[config.mk]
export PLATFORM = sky130hd
export DESIGN_NAME = sae_divider
export DESIGN_NICKNAME = d
export VERILOG_FILES = /design/src/rtl/static_arithmetic_encoder_assert.svh /design/src/rtl/sae_divider.sv
export SDC_FILE = /design/constraint.sdc
export NUM_CORES = 1
export LEC_CHECK = 0
export ABC_CLOCK_PERIOD_IN_PS = 4850
export BUFFER_PORTS_ARGS = -buffer_cell sky130_fd_sc_hd__buf_4
export CAP_MARGIN = 15
export CORE_MARGIN = 2
export CORE_UTILIZATION = 61
export DETAILED_ROUTE_END_ITERATION = 16
export GPL_TIMING_DRIVEN = 0
export PLACE_DENSITY_LB_ADDON = 0.05
export SETUP_SLACK_MARGIN = 0.02
export SYNTH_ARGS = -nofsm -noshare
export SYNTH_HDL_FRONTEND = slang
export SYNTH_SLANG_ARGS = --single-unit
[constraint.sdc]
create_clock -name aclk -period 4.85 [get_ports aclk]
set_input_delay 0.2425 -clock aclk [delete_from_list [all_inputs] [get_ports aclk]]
set_output_delay 0.2425 -clock aclk [all_outputs]
set_load 0.03 [all_outputs]
[src/rtl/static_arithmetic_encoder_assert.svh]
// Assertion macros for the arithmetic encoder.
`ifndef STATIC_ARITHMETIC_ENCODER_ASSERT_SVH
`define STATIC_ARITHMETIC_ENCODER_ASSERT_SVH
`ifndef ASSERT_OFF
`define SAE_ASSERT_IMPL(label, clk, rstn, prop) \
    label: assert property (@(posedge clk) disable iff (!rstn) prop) \
        else $error("assertion failed");
`define SAE_ASSERT_NEXT(label, clk, rstn, a, b) \
    label: assert property (@(posedge clk) disable iff (!rstn) (a) |=> (b)) \
        else $error("assertion failed");
`else
`define SAE_ASSERT_IMPL(label, clk, rstn, prop)
`define SAE_ASSERT_NEXT(label, clk, rstn, a, b)
`endif
`endif

[src/rtl/sae_divider.sv]
// Restoring divider, one quotient bit per cycle.
module sae_divider (
    input  logic        aclk,
    input  logic        aresetn,
    input  logic        start,
    input  logic [31:0] dividend,
    input  logic [30:0] divisor,
    output logic        done,
    output logic [31:0] quotient
);
    logic [31:0] quo_reg, quo_next;
    logic [31:0] rem_reg, rem_next;
    logic [30:0] dvs_reg, dvs_next;
    logic [5:0]  cnt_reg, cnt_next;
    logic        busy_reg, busy_next;
    logic        done_reg, done_next;
    logic [32:0] trial;

    always_comb begin
        quo_next  = quo_reg;
        rem_next  = rem_reg;
        dvs_next  = dvs_reg;
        cnt_next  = cnt_reg;
        busy_next = busy_reg;
        done_next = 1'b0;
        trial     = {rem_reg, quo_reg[31]} - {2'b0, dvs_reg};
        if (start) begin
            quo_next  = dividend;
            rem_next  = '0;
            dvs_next  = divisor;
            cnt_next  = 6'd32;
            busy_next = 1'b1;
        end else if (busy_reg) begin
            if (!trial[32]) begin
                rem_next = trial[31:0];
                quo_next = {quo_reg[30:0], 1'b1};
            end else begin
                rem_next = {rem_reg[30:0], quo_reg[31]};
                quo_next = {quo_reg[30:0], 1'b0};
            end
            cnt_next = cnt_reg - 6'd1;
            if (cnt_reg == 6'd1) begin
                busy_next = 1'b0;
                done_next = 1'b1;
            end
        end
    end

    always_ff @(posedge aclk) begin
        quo_reg <= quo_next;
        rem_reg <= rem_next;
        dvs_reg <= dvs_next;
        if (!aresetn) begin
            cnt_reg  <= '0;
            busy_reg <= 1'b0;
            done_reg <= 1'b0;
        end else begin
            cnt_reg  <= cnt_next;
            busy_reg <= busy_next;
            done_reg <= done_next;
        end
    end

    assign done     = done_reg;
    assign quotient = quo_reg;
endmodule

-- Word level (Yosys, flattened, before mapping)
Index checks and enable logic that the tools add are counted.
- register bits after elaboration: 103
- output and inout port bits: 33
- add/sub/neg operators: 2
- equal/unequal tests: 1
- muxes and demuxes: 10
- bitwise operators: 2
- reduce and logical (&&, ||, !) cells: 3
- operators with widths (cell ; number):
    32-bit two-way mux ; 3
    33-bit by 31-bit subtractor with 33-bit output ; 1
    6-bit two-way mux ; 2
    6-bit by 1-bit equality test with 1-bit output (second input constant) ; 1
    6-bit by 1-bit subtractor with 6-bit output (second input constant) ; 1
    1-bit two-way mux ; 5
    3-bit OR reduction ; 1
    1-bit NOT ; 2
    2-bit nonzero test ; 1
    2-bit OR reduction ; 1

-- Longest topological paths before layout
Gate-level depths: netlist of the first run.
- depth after elaboration: 4
- depth in mapped cells: 14
- gate-level depth less buffers: 12

-- Worst setup path before layout of the first run
Ideal clock, no wire load.
- path kind: register -> register
- start point: register quo_reg[31] (netlist: quotient[31])
- end point: register rem_reg[31]
- library setup time: 0.134 ns
- arrival: 2.898 ns
- data required time: 4.716 ns
- path slack: 1.818 ns
- cell stages (with the launch flop): 15
- buffers on the path: 2
- clock period less this slack: 3.032 ns
- cells stage by stage: edfxtp_1 -> inv_1 -> ha_1 -> fa_1 -> nand2b_1 -> a21o_1 -> a31oi_1 -> o211ai_1 -> and3_1 -> a211oi_2 -> buf_6 -> buf_8 -> nand4_1 -> mux2i_1 -> nor4b_2
- cells in the longest elaborated chain, start to end: 2
- RTL lines (item ; line ; RTL):
    start: declaration ; sae_divider.sv:11 ; logic [31:0] quo_reg, quo_next;
    start signal: assignment ; sae_divider.sv:50 ; quo_reg <= quo_next;
    33-bit by 31-bit subtractor with 33-bit output ; sae_divider.sv:26 ; trial = {rem_reg, quo_reg[31]} - {2'b0, dvs_reg};
    32-bit two-way mux ; sae_divider.sv:34 ; if (!trial[32]) begin
    end signal: assignment ; sae_divider.sv:51 ; rem_reg <= rem_next;
    end: declaration ; sae_divider.sv:12 ; logic [31:0] rem_reg, rem_next;
Every way passes these cells.
A chain may end at the register's enable or synchronous reset.

-- Worst setup path in the final report of the first run
- start point: register quo_reg[31] (netlist: quotient[31])
- end point: register rem_reg[30]
Same word-level chain as after synthesis.

==> results.txt, run 1 <==
Final setup violation count -> 0
Reg2Reg Depth -> 14
Synth Warn # -> 0
Post-CTS sizing -> 0
Clk Latency, worst-skew pair -> 0.38 ns
Sequential share of the synthesized area -> 0.4621
Gp weighted congestion -> 0.8937
Post-Syn Area -> 0.005827 mm^2
Sequential share of power -> 0.464
Worst EP required -> 5.17 ns
Post-CTS Setup Inserts -> 0
Num CTS Buffers -> 9
Detailed Route Iter0 Violations -> 213
Worst-Margin Slew -> 0.6401 ns
Fin Setup TNS -> 0 ns
Sw Ratio -> 0.3165
Netlist cell types -> 55
Per-cell routed wire length -> 16.85 um
Drt pass-1 iters -> 5
Crit path DAT -> 3.80 ns
Remaining Overflow, GRT -> 0
Main synth FF type -> edfxtp_1
Top post-synthesis cells by area -> edfxtp_1 32%, dfxtp_1 14%, ha_1 7.1%
Vias per cell -> 5.762
Final #Nets -> 768
CTS H-tree lvls -> 3
Multi-input gate area -> 0.002821 mm^2
Slowest cell on crit path -> fa_1
Ys async rst share -> 0
EDFF count, synth -> 63
CP endpoint -> rem_reg[30]$_SDFFE_PP0P_
CTS Sinks -> 103
Run status -> completed
Crit. Startpoint -> quotient[31]$_DFFE_PP_
Share of the synthesized area in the top cell type -> 0.3247
Worst R2R Start -> quotient[31]$_DFFE_PP_
CP endpoint kind -> register
Mapped Nets -> 658
Max IR drop VDD -> 0.0002123 V
Slew Limit Fails -> 0
Root Driver -> clkbuf_8
Internal power -> 1568 uW
FILL cells -> 677
Vias -> 4621
CTS clk-pin slew, worst paths -> 0.11 ns
Full die area -> 0.01035 mm^2
Largest net degree at the start of global routing -> 33
Max-cap viol count -> 0
Cell Chain, Critical Path -> inv_1, ha_1, fa_1, nand2b_1, a21o_1, a31oi_1, o211ai_1, and3_1, a211oi_2, buf_6, buf_8, nand2_1, mux2i_1, o221a_1
Crit share post-route -> 0.7174
Clk pwr share -> 0.251
Buf/Inv on CP -> 3
Hold Buf Count CTS -> 0
RSZ-0062 raised after global routing -> false
Post-synthesis cell count -> 558
Max Clock Freq -> 287.4 MHz
Post-synth top cells -> 63 x edfxtp_1, 51 x nor2_1, 43 x inv_1, 40 x dfxtp_1, 35 x nand2_1
Num rows -> 35
Kind of start point of the critical path -> register
Critical-path maximum fanout -> 10
Gate power share -> 0.285
Most frequent cell after synthesis -> edfxtp_1
Drt total wl -> 13520 um
Crit path time final -> 3.479 ns
Ports -> 99
Crit path largest cell delay -> 0.41 ns
Diodes inserted -> 0
Layout cell share with drive strength beyond 1 -> 0.2363
Max_slew headroom -> 0.5722
DRC Markers -> 0
Global-route wire length before repair -> 21960 um
Final Util -> 0.7536
Die width -> 101.7 um
CTS tree -> yes
PwrDens -> 329.4 mW/mm^2
Reg2Reg Setup Slack -> 1.37 ns
Leak -> 0.002967 uW
Hold Path Class -> input pin to register
Tot GR Track Use -> 0.2727
Initial antenna violation count -> 0
PortBufs -> 98
Avg Inst Size Synth -> 10.44 um^2
DPL Wire Length -> 10020 um
Die height -> 101.7 um
Longest Clk Path Bufs -> 2
Core area -> 0.009240 mm^2
Critical path type -> register to register
Hold Vio Cnt, Final -> 0
Yosys reg bits -> 103
Critical Path Stages -> 14
Reg-to-reg endpoint -> rem_reg[30]$_SDFFE_PP0P_
Layout area overhead -> 19.50%
Vias in the first global route -> 4717
Final Skew -> 0.02313 ns
Storage cell area -> 0.002693 mm^2
Crit path max-delay family -> compound AO/OA/AOI/OAI gates
Post-DRT Antenna Nets -> 0
Cell taking the most area after synthesis -> edfxtp_1
Switching pwr -> 725.9 uW
Starting Density -> 0.6306
==> metrics by stage <==
stage | cell area [um^2] | hold slack (ns) | total power (uW) | setup WS (ns) | std cells
2_1_floorplan | 5827 | 0.3414 | 1533 | 1.818 | 558
3_3_place_gp | 6724 | 0.4202 | 1703 | 1.514 | 785
5_1_grt | 6963 | 0.01966 | 2403 | 1.199 | 802
6_report | 6963 | 0.02968 | 2294 | 1.371 | 802
4_1_cts | 6963 | 0.01690 | 2307 | 1.387 | 802
3_5_place_dp | 6751 | 0.4220 | 1731 | 1.477 | 786
==> final cells by class <==
| cell class | instances | share of cell area |
|---|---|---|
| clock buffers | 10 | 0.01977 |
| plain buffers | 25 | 0.02120 |
| multi-input cells | 386 | 0.4052 |
| repair buffers | 99 | 0.1096 |
| clock inverters | 6 | 0.01060 |
| flip-flops and latches | 103 | 0.3867 |
| well taps | 129 | 0.02318 |
| inverters | 44 | 0.02372 |
==> worst min-delay path by stage <==
stage           startpoint                     to  slack [ns]  depth (start not counted)
6_report        divisor[0]   dvs_reg[0]$_DFFE_PP_        0.03                          1
5_1_grt         divisor[0]   dvs_reg[0]$_DFFE_PP_        0.02                          1
4_1_cts         divisor[0]   dvs_reg[0]$_DFFE_PP_        0.02                          1
3_5_place_dp   divisor[23]  dvs_reg[23]$_DFFE_PP_        0.42                          1
3_3_place_gp   divisor[27]  dvs_reg[27]$_DFFE_PP_        0.42                          1
2_1_floorplan   divisor[0]   dvs_reg[0]$_DFFE_PP_        0.34                          0
==> logic make-up (layout without fill, tap and decap cells) <==
group           count (synthesis)  count (layout)  share of synthesized area
buf+inv                        69             184                    0.05368
xor+xnor                       25              25                    0.03758
flops                         103             103                     0.4621
simple gates                  136             136                     0.1087
fa+ha+maj                      34              34                    0.07430
compound gates                138             138                     0.1658
mux                            53              53                    0.09792
==> layer usage <==
| layer | up-vias | GRT usage | share of wire |
|---|---|---|---|
| met1 | 2186 | 0.3336 | 0.42 |
| li1 | 2264 | - | - |
| met3 | 31 | 0.06349 | 0.054 |
| met2 | 140 | 0.4701 | 0.50 |
| met4 | 0 | 0.09875 | 0.025 |
| met5 | - | 0 | 0 |
==> power by group through the flow <==
stage / sequential (uW) / clock [uW] / combinational [uW]
floorplan: 1130 / 0 / 403
global placement: 1080 / 0 / 624
detailed placement: 1080 / 0 / 648
CTS: 1060 / 590 / 653
global route: 1070 / 612 / 718
finish: 1060 / 575 / 654
==> cell usage in the layout, fill, tap and decap left out, types with 10 or more instances in the layout <==
| cell type | synthesis | routed |
|---|---|---|
| a211oi_1 | 24 | 24 |
| a21o_1 | 19 | 19 |
| a21oi_1 | 23 | 23 |
| a31oi_1 | 11 | 11 |
| buf_4 | 0 | 98 |
| clkbuf_1 | 16 | 16 |
| clkbuf_8 | 0 | 10 |
| dfxtp_1 | 40 | 40 |
| edfxtp_1 | 63 | 63 |
| ha_1 | 33 | 33 |
| inv_1 | 43 | 43 |
| mux2_2 | 32 | 32 |
| mux2i_1 | 21 | 21 |
| nand2_1 | 35 | 35 |
| nor2_1 | 51 | 51 |
| nor3_1 | 11 | 11 |
| o211ai_1 | 10 | 10 |
| o21ai_0 | 20 | 20 |
| xnor2_1 | 18 | 18 |
Power figures use the tool's default switching activity.
==> run 2, diff against run 1 <==
- ABC_CLOCK_PERIOD_IN_PS: 4850 -> 3150
- CORE_UTILIZATION: 61 -> 51
- clock period: 4.85 -> 3.15 ns (I/O delays scaled with it)
==> results.txt, run 2 (same netlist as run 1, synthesis figures left out) <==
Run status -> completed (unchanged)
Final Skew -> 0.007230 ns (was 0.02313 ns)
Critical-path maximum fanout -> 10 (unchanged)
Die width -> 110.9 um (was 101.7 um)
Hold Path Class -> input pin to register (unchanged)
Worst-Margin Slew -> 0.7701 ns (was 0.6401 ns)
Final #Nets -> 809 (was 768)
Per-cell routed wire length -> 15.65 um (was 16.85 um)
Post-DRT Antenna Nets -> 0 (unchanged)
Dpl cells -> 800 (was 786)
Crit path top cell by count -> buf_6
Vias in the first global route -> 4774 (was 4717)
Die height -> 110.9 um (was 101.7 um)
CTS Sinks -> 103 (unchanged)
Remaining Overflow, GRT -> 0 (unchanged)
Tot Pwr -> 3791 uW (was 2294 uW)
Hold path start -> aresetn (was divisor[0])
Max-cap viol count -> 0 (unchanged)
Root Driver -> clkbuf_16 (was clkbuf_8)
Diodes inserted -> 0 (unchanged)
Slowest cell on crit path -> edfxtp_1 (was fa_1)
Multi-input gate area -> 0.002904 mm^2 (was 0.002821 mm^2)
CTS tree -> yes (unchanged)
CP endpoint kind -> register (unchanged)
Vias per cell -> 5.477 (was 5.762)
Hold Vio Cnt, Final -> 0 (unchanged)
Most frequent cells in the layout -> 107 x buf_4, 63 x edfxtp_1, 51 x nor2_1 (was 98 x buf_4, 63 x edfxtp_1, 51 x nor2_1)
Fin area -> 0.007536 mm^2 (was 0.006963 mm^2)
PortBufs -> 98 (unchanged)
Max_slew headroom -> 0.4853 (was 0.5722)
DRC Markers -> 0 (unchanged)
Crit path time final -> 2.985 ns (was 3.479 ns)
Drt pass-1 iters -> 4 (was 5)
Post-DP Area -> 0.006769 mm^2 (was 0.006751 mm^2)
DPL Wire Length -> 9570 um (was 10020 um)
Slew Limit Fails -> 0 (unchanged)
Crit. Startpoint -> dvs_reg[29]$_DFFE_PP_ (was quotient[31]$_DFFE_PP_)
Storage cell area -> 0.002693 mm^2 (unchanged)
Full die area -> 0.01230 mm^2 (was 0.01035 mm^2)
CTS clk-pin slew, worst paths -> 0.07 ns (was 0.11 ns)
Worst EP required -> 3.39 ns (was 5.17 ns)
Hold Path Depth -> 2 (was 1)
FILL cells -> 900 (was 677)
CTS H-tree lvls -> 3 (unchanged)
RSZ-0062 raised after global routing -> true (was false)
Drt total wl -> 13410 um (was 13520 um)
Layout area overhead -> 29.33% (was 19.50%)
Critical path type -> register to register (unchanged)
Crit path largest cell delay -> 0.37 ns (was 0.41 ns)
Detailed Route Iter0 Violations -> 268 (was 213)
Num CTS Buffers -> 9 (unchanged)
Initial antenna violation count -> 0 (unchanged)
Ports -> 99 (unchanged)
Crit path DAT -> 3.23 ns (was 3.80 ns)
Reg2Reg Depth -> 13 (was 14)
Final setup violation count -> 0 (unchanged)
PwrDens -> 503.0 mW/mm^2 (was 329.4 mW/mm^2)
WHS -> 0.03940 ns (was 0.02968 ns)
Worst R2R Start -> dvs_reg[29]$_DFFE_PP_ (was quotient[31]$_DFFE_PP_)
Num rows -> 39 (was 35)
Most common cell after layout, fill and taps aside -> buf_4 (unchanged)
Leak -> 0.003190 uW (was 0.002967 uW)
Post-Layout Cell Count -> 857 (was 802)
Max IR drop VDD -> 0.0005188 V (was 0.0002123 V)
Gp weighted congestion -> 0.8908 (was 0.8937)
Largest net degree at the start of global routing -> 33 (unchanged)
Tot GR Track Use -> 0.2281 (was 0.2727)
Clk Latency, worst-skew pair -> 0.36 ns (was 0.38 ns)
Longest Clk Path Bufs -> 2 (unchanged)
Layout cell share with drive strength beyond 1 -> 0.2577 (was 0.2363)
Cell Chain, Critical Path -> inv_1, ha_1, buf_6, a21o_1, a2111oi_4, o31ai_2, a211o_1, a211oi_2, buf_6, buf_6, nor3_1, a31oi_1, o21ai_0 (was inv_1, ha_1, fa_1, nand2b_1, a21o_1, a31oi_1, o211ai_1, and3_1, a211oi_2, buf_6, buf_8, nand2_1, mux2i_1, o221a_1)
Starting Density -> 0.5169 (was 0.6306)
Vias -> 4694 (was 4621)
Global-route wire length before repair -> 22680 um (was 21960 um)
Crit share post-route -> 0.9477 (was 0.7174)
Max Clock Freq -> 335.0 MHz (was 287.4 MHz)
Core area -> 0.01127 mm^2 (was 0.009240 mm^2)
Kind of start point of the critical path -> register (unchanged)
[run 2: timing repair]
action,4_1_cts,5_1_grt
endpoints found under the hold margin,31,0
resized for setup,7,15
hold buffers,31,0
setup buffers,6,4
pin swaps,7,11
cloned,1,0
endpoints found under the setup margin,33,33
[run 2: final timing paths]
check,endpoint,slack (ns)
max reg2reg,rem_reg[21]$_SDFFE_PP0P_,0.16
max,rem_reg[21]$_SDFFE_PP0P_,0.16
min,busy_reg$_SDFF_PN0_,0.04
min reg2reg,cnt_reg[0]$_SDFFE_PP0P_,0.50
[run 2: routing by layer]
metal / share of wire / wire length (um) / track usage / vias up
met4: 0.020 / 271 / 0.08250 / 0
li1: - / - / - / 2348
met3: 0.042 / 568 / 0.05577 / 21
met2: 0.49 / 6581 / 0.3885 / 98
met1: 0.45 / 5992 / 0.2822 / 2227
met5: 0 / 0 / 0 / -
[run 2: through the flow]
stage	TNS, ns	worst slack [ns]	util
floorplan	0	0.1184	-
global placement	-3.584	-0.1854	0.5981
detailed placement	-5.293	-0.2420	0.6005
CTS	-0.007649	-0.007649	0.6621
global route	-0.1805	-0.05116	0.6686
finish	0	0.1649	0.6686
[run 2: worst max-delay path, delay by kind of cell, from the launching register on]
| kind | cells | cell delay, ns |
|---|---|---|
| AOI/OAI and AO/OA | 7 | 1.60 |
| adders and majority gates | 1 | 0.23 |
| buffers and inverters | 4 | 0.59 |
| DFF | 1 | 0.37 |
| and+or+nand+nor | 1 | 0.07 |
[run 2: report_power, final]
part | leakage (uW) | total, uW | switching [uW] | internal, uW
combinational | 0.00210 | 1090 | 578 | 511
sequential | 0.000955 | 1640 | 71.3 | 1570
clock | 0.000134 | 1070 | 521 | 544
[run 2: cell type report]
| class | count | share of cell area |
|---|---|---|
| plain buffers | 25 | 0.02059 |
| flip-flops and latches | 103 | 0.3573 |
| clock buffers | 9 | 0.02989 |
| well taps | 143 | 0.02374 |
| multi-input cells | 386 | 0.3854 |
| repair buffers | 140 | 0.1541 |
| inverters | 44 | 0.02192 |
| clock inverters | 7 | 0.007139 |
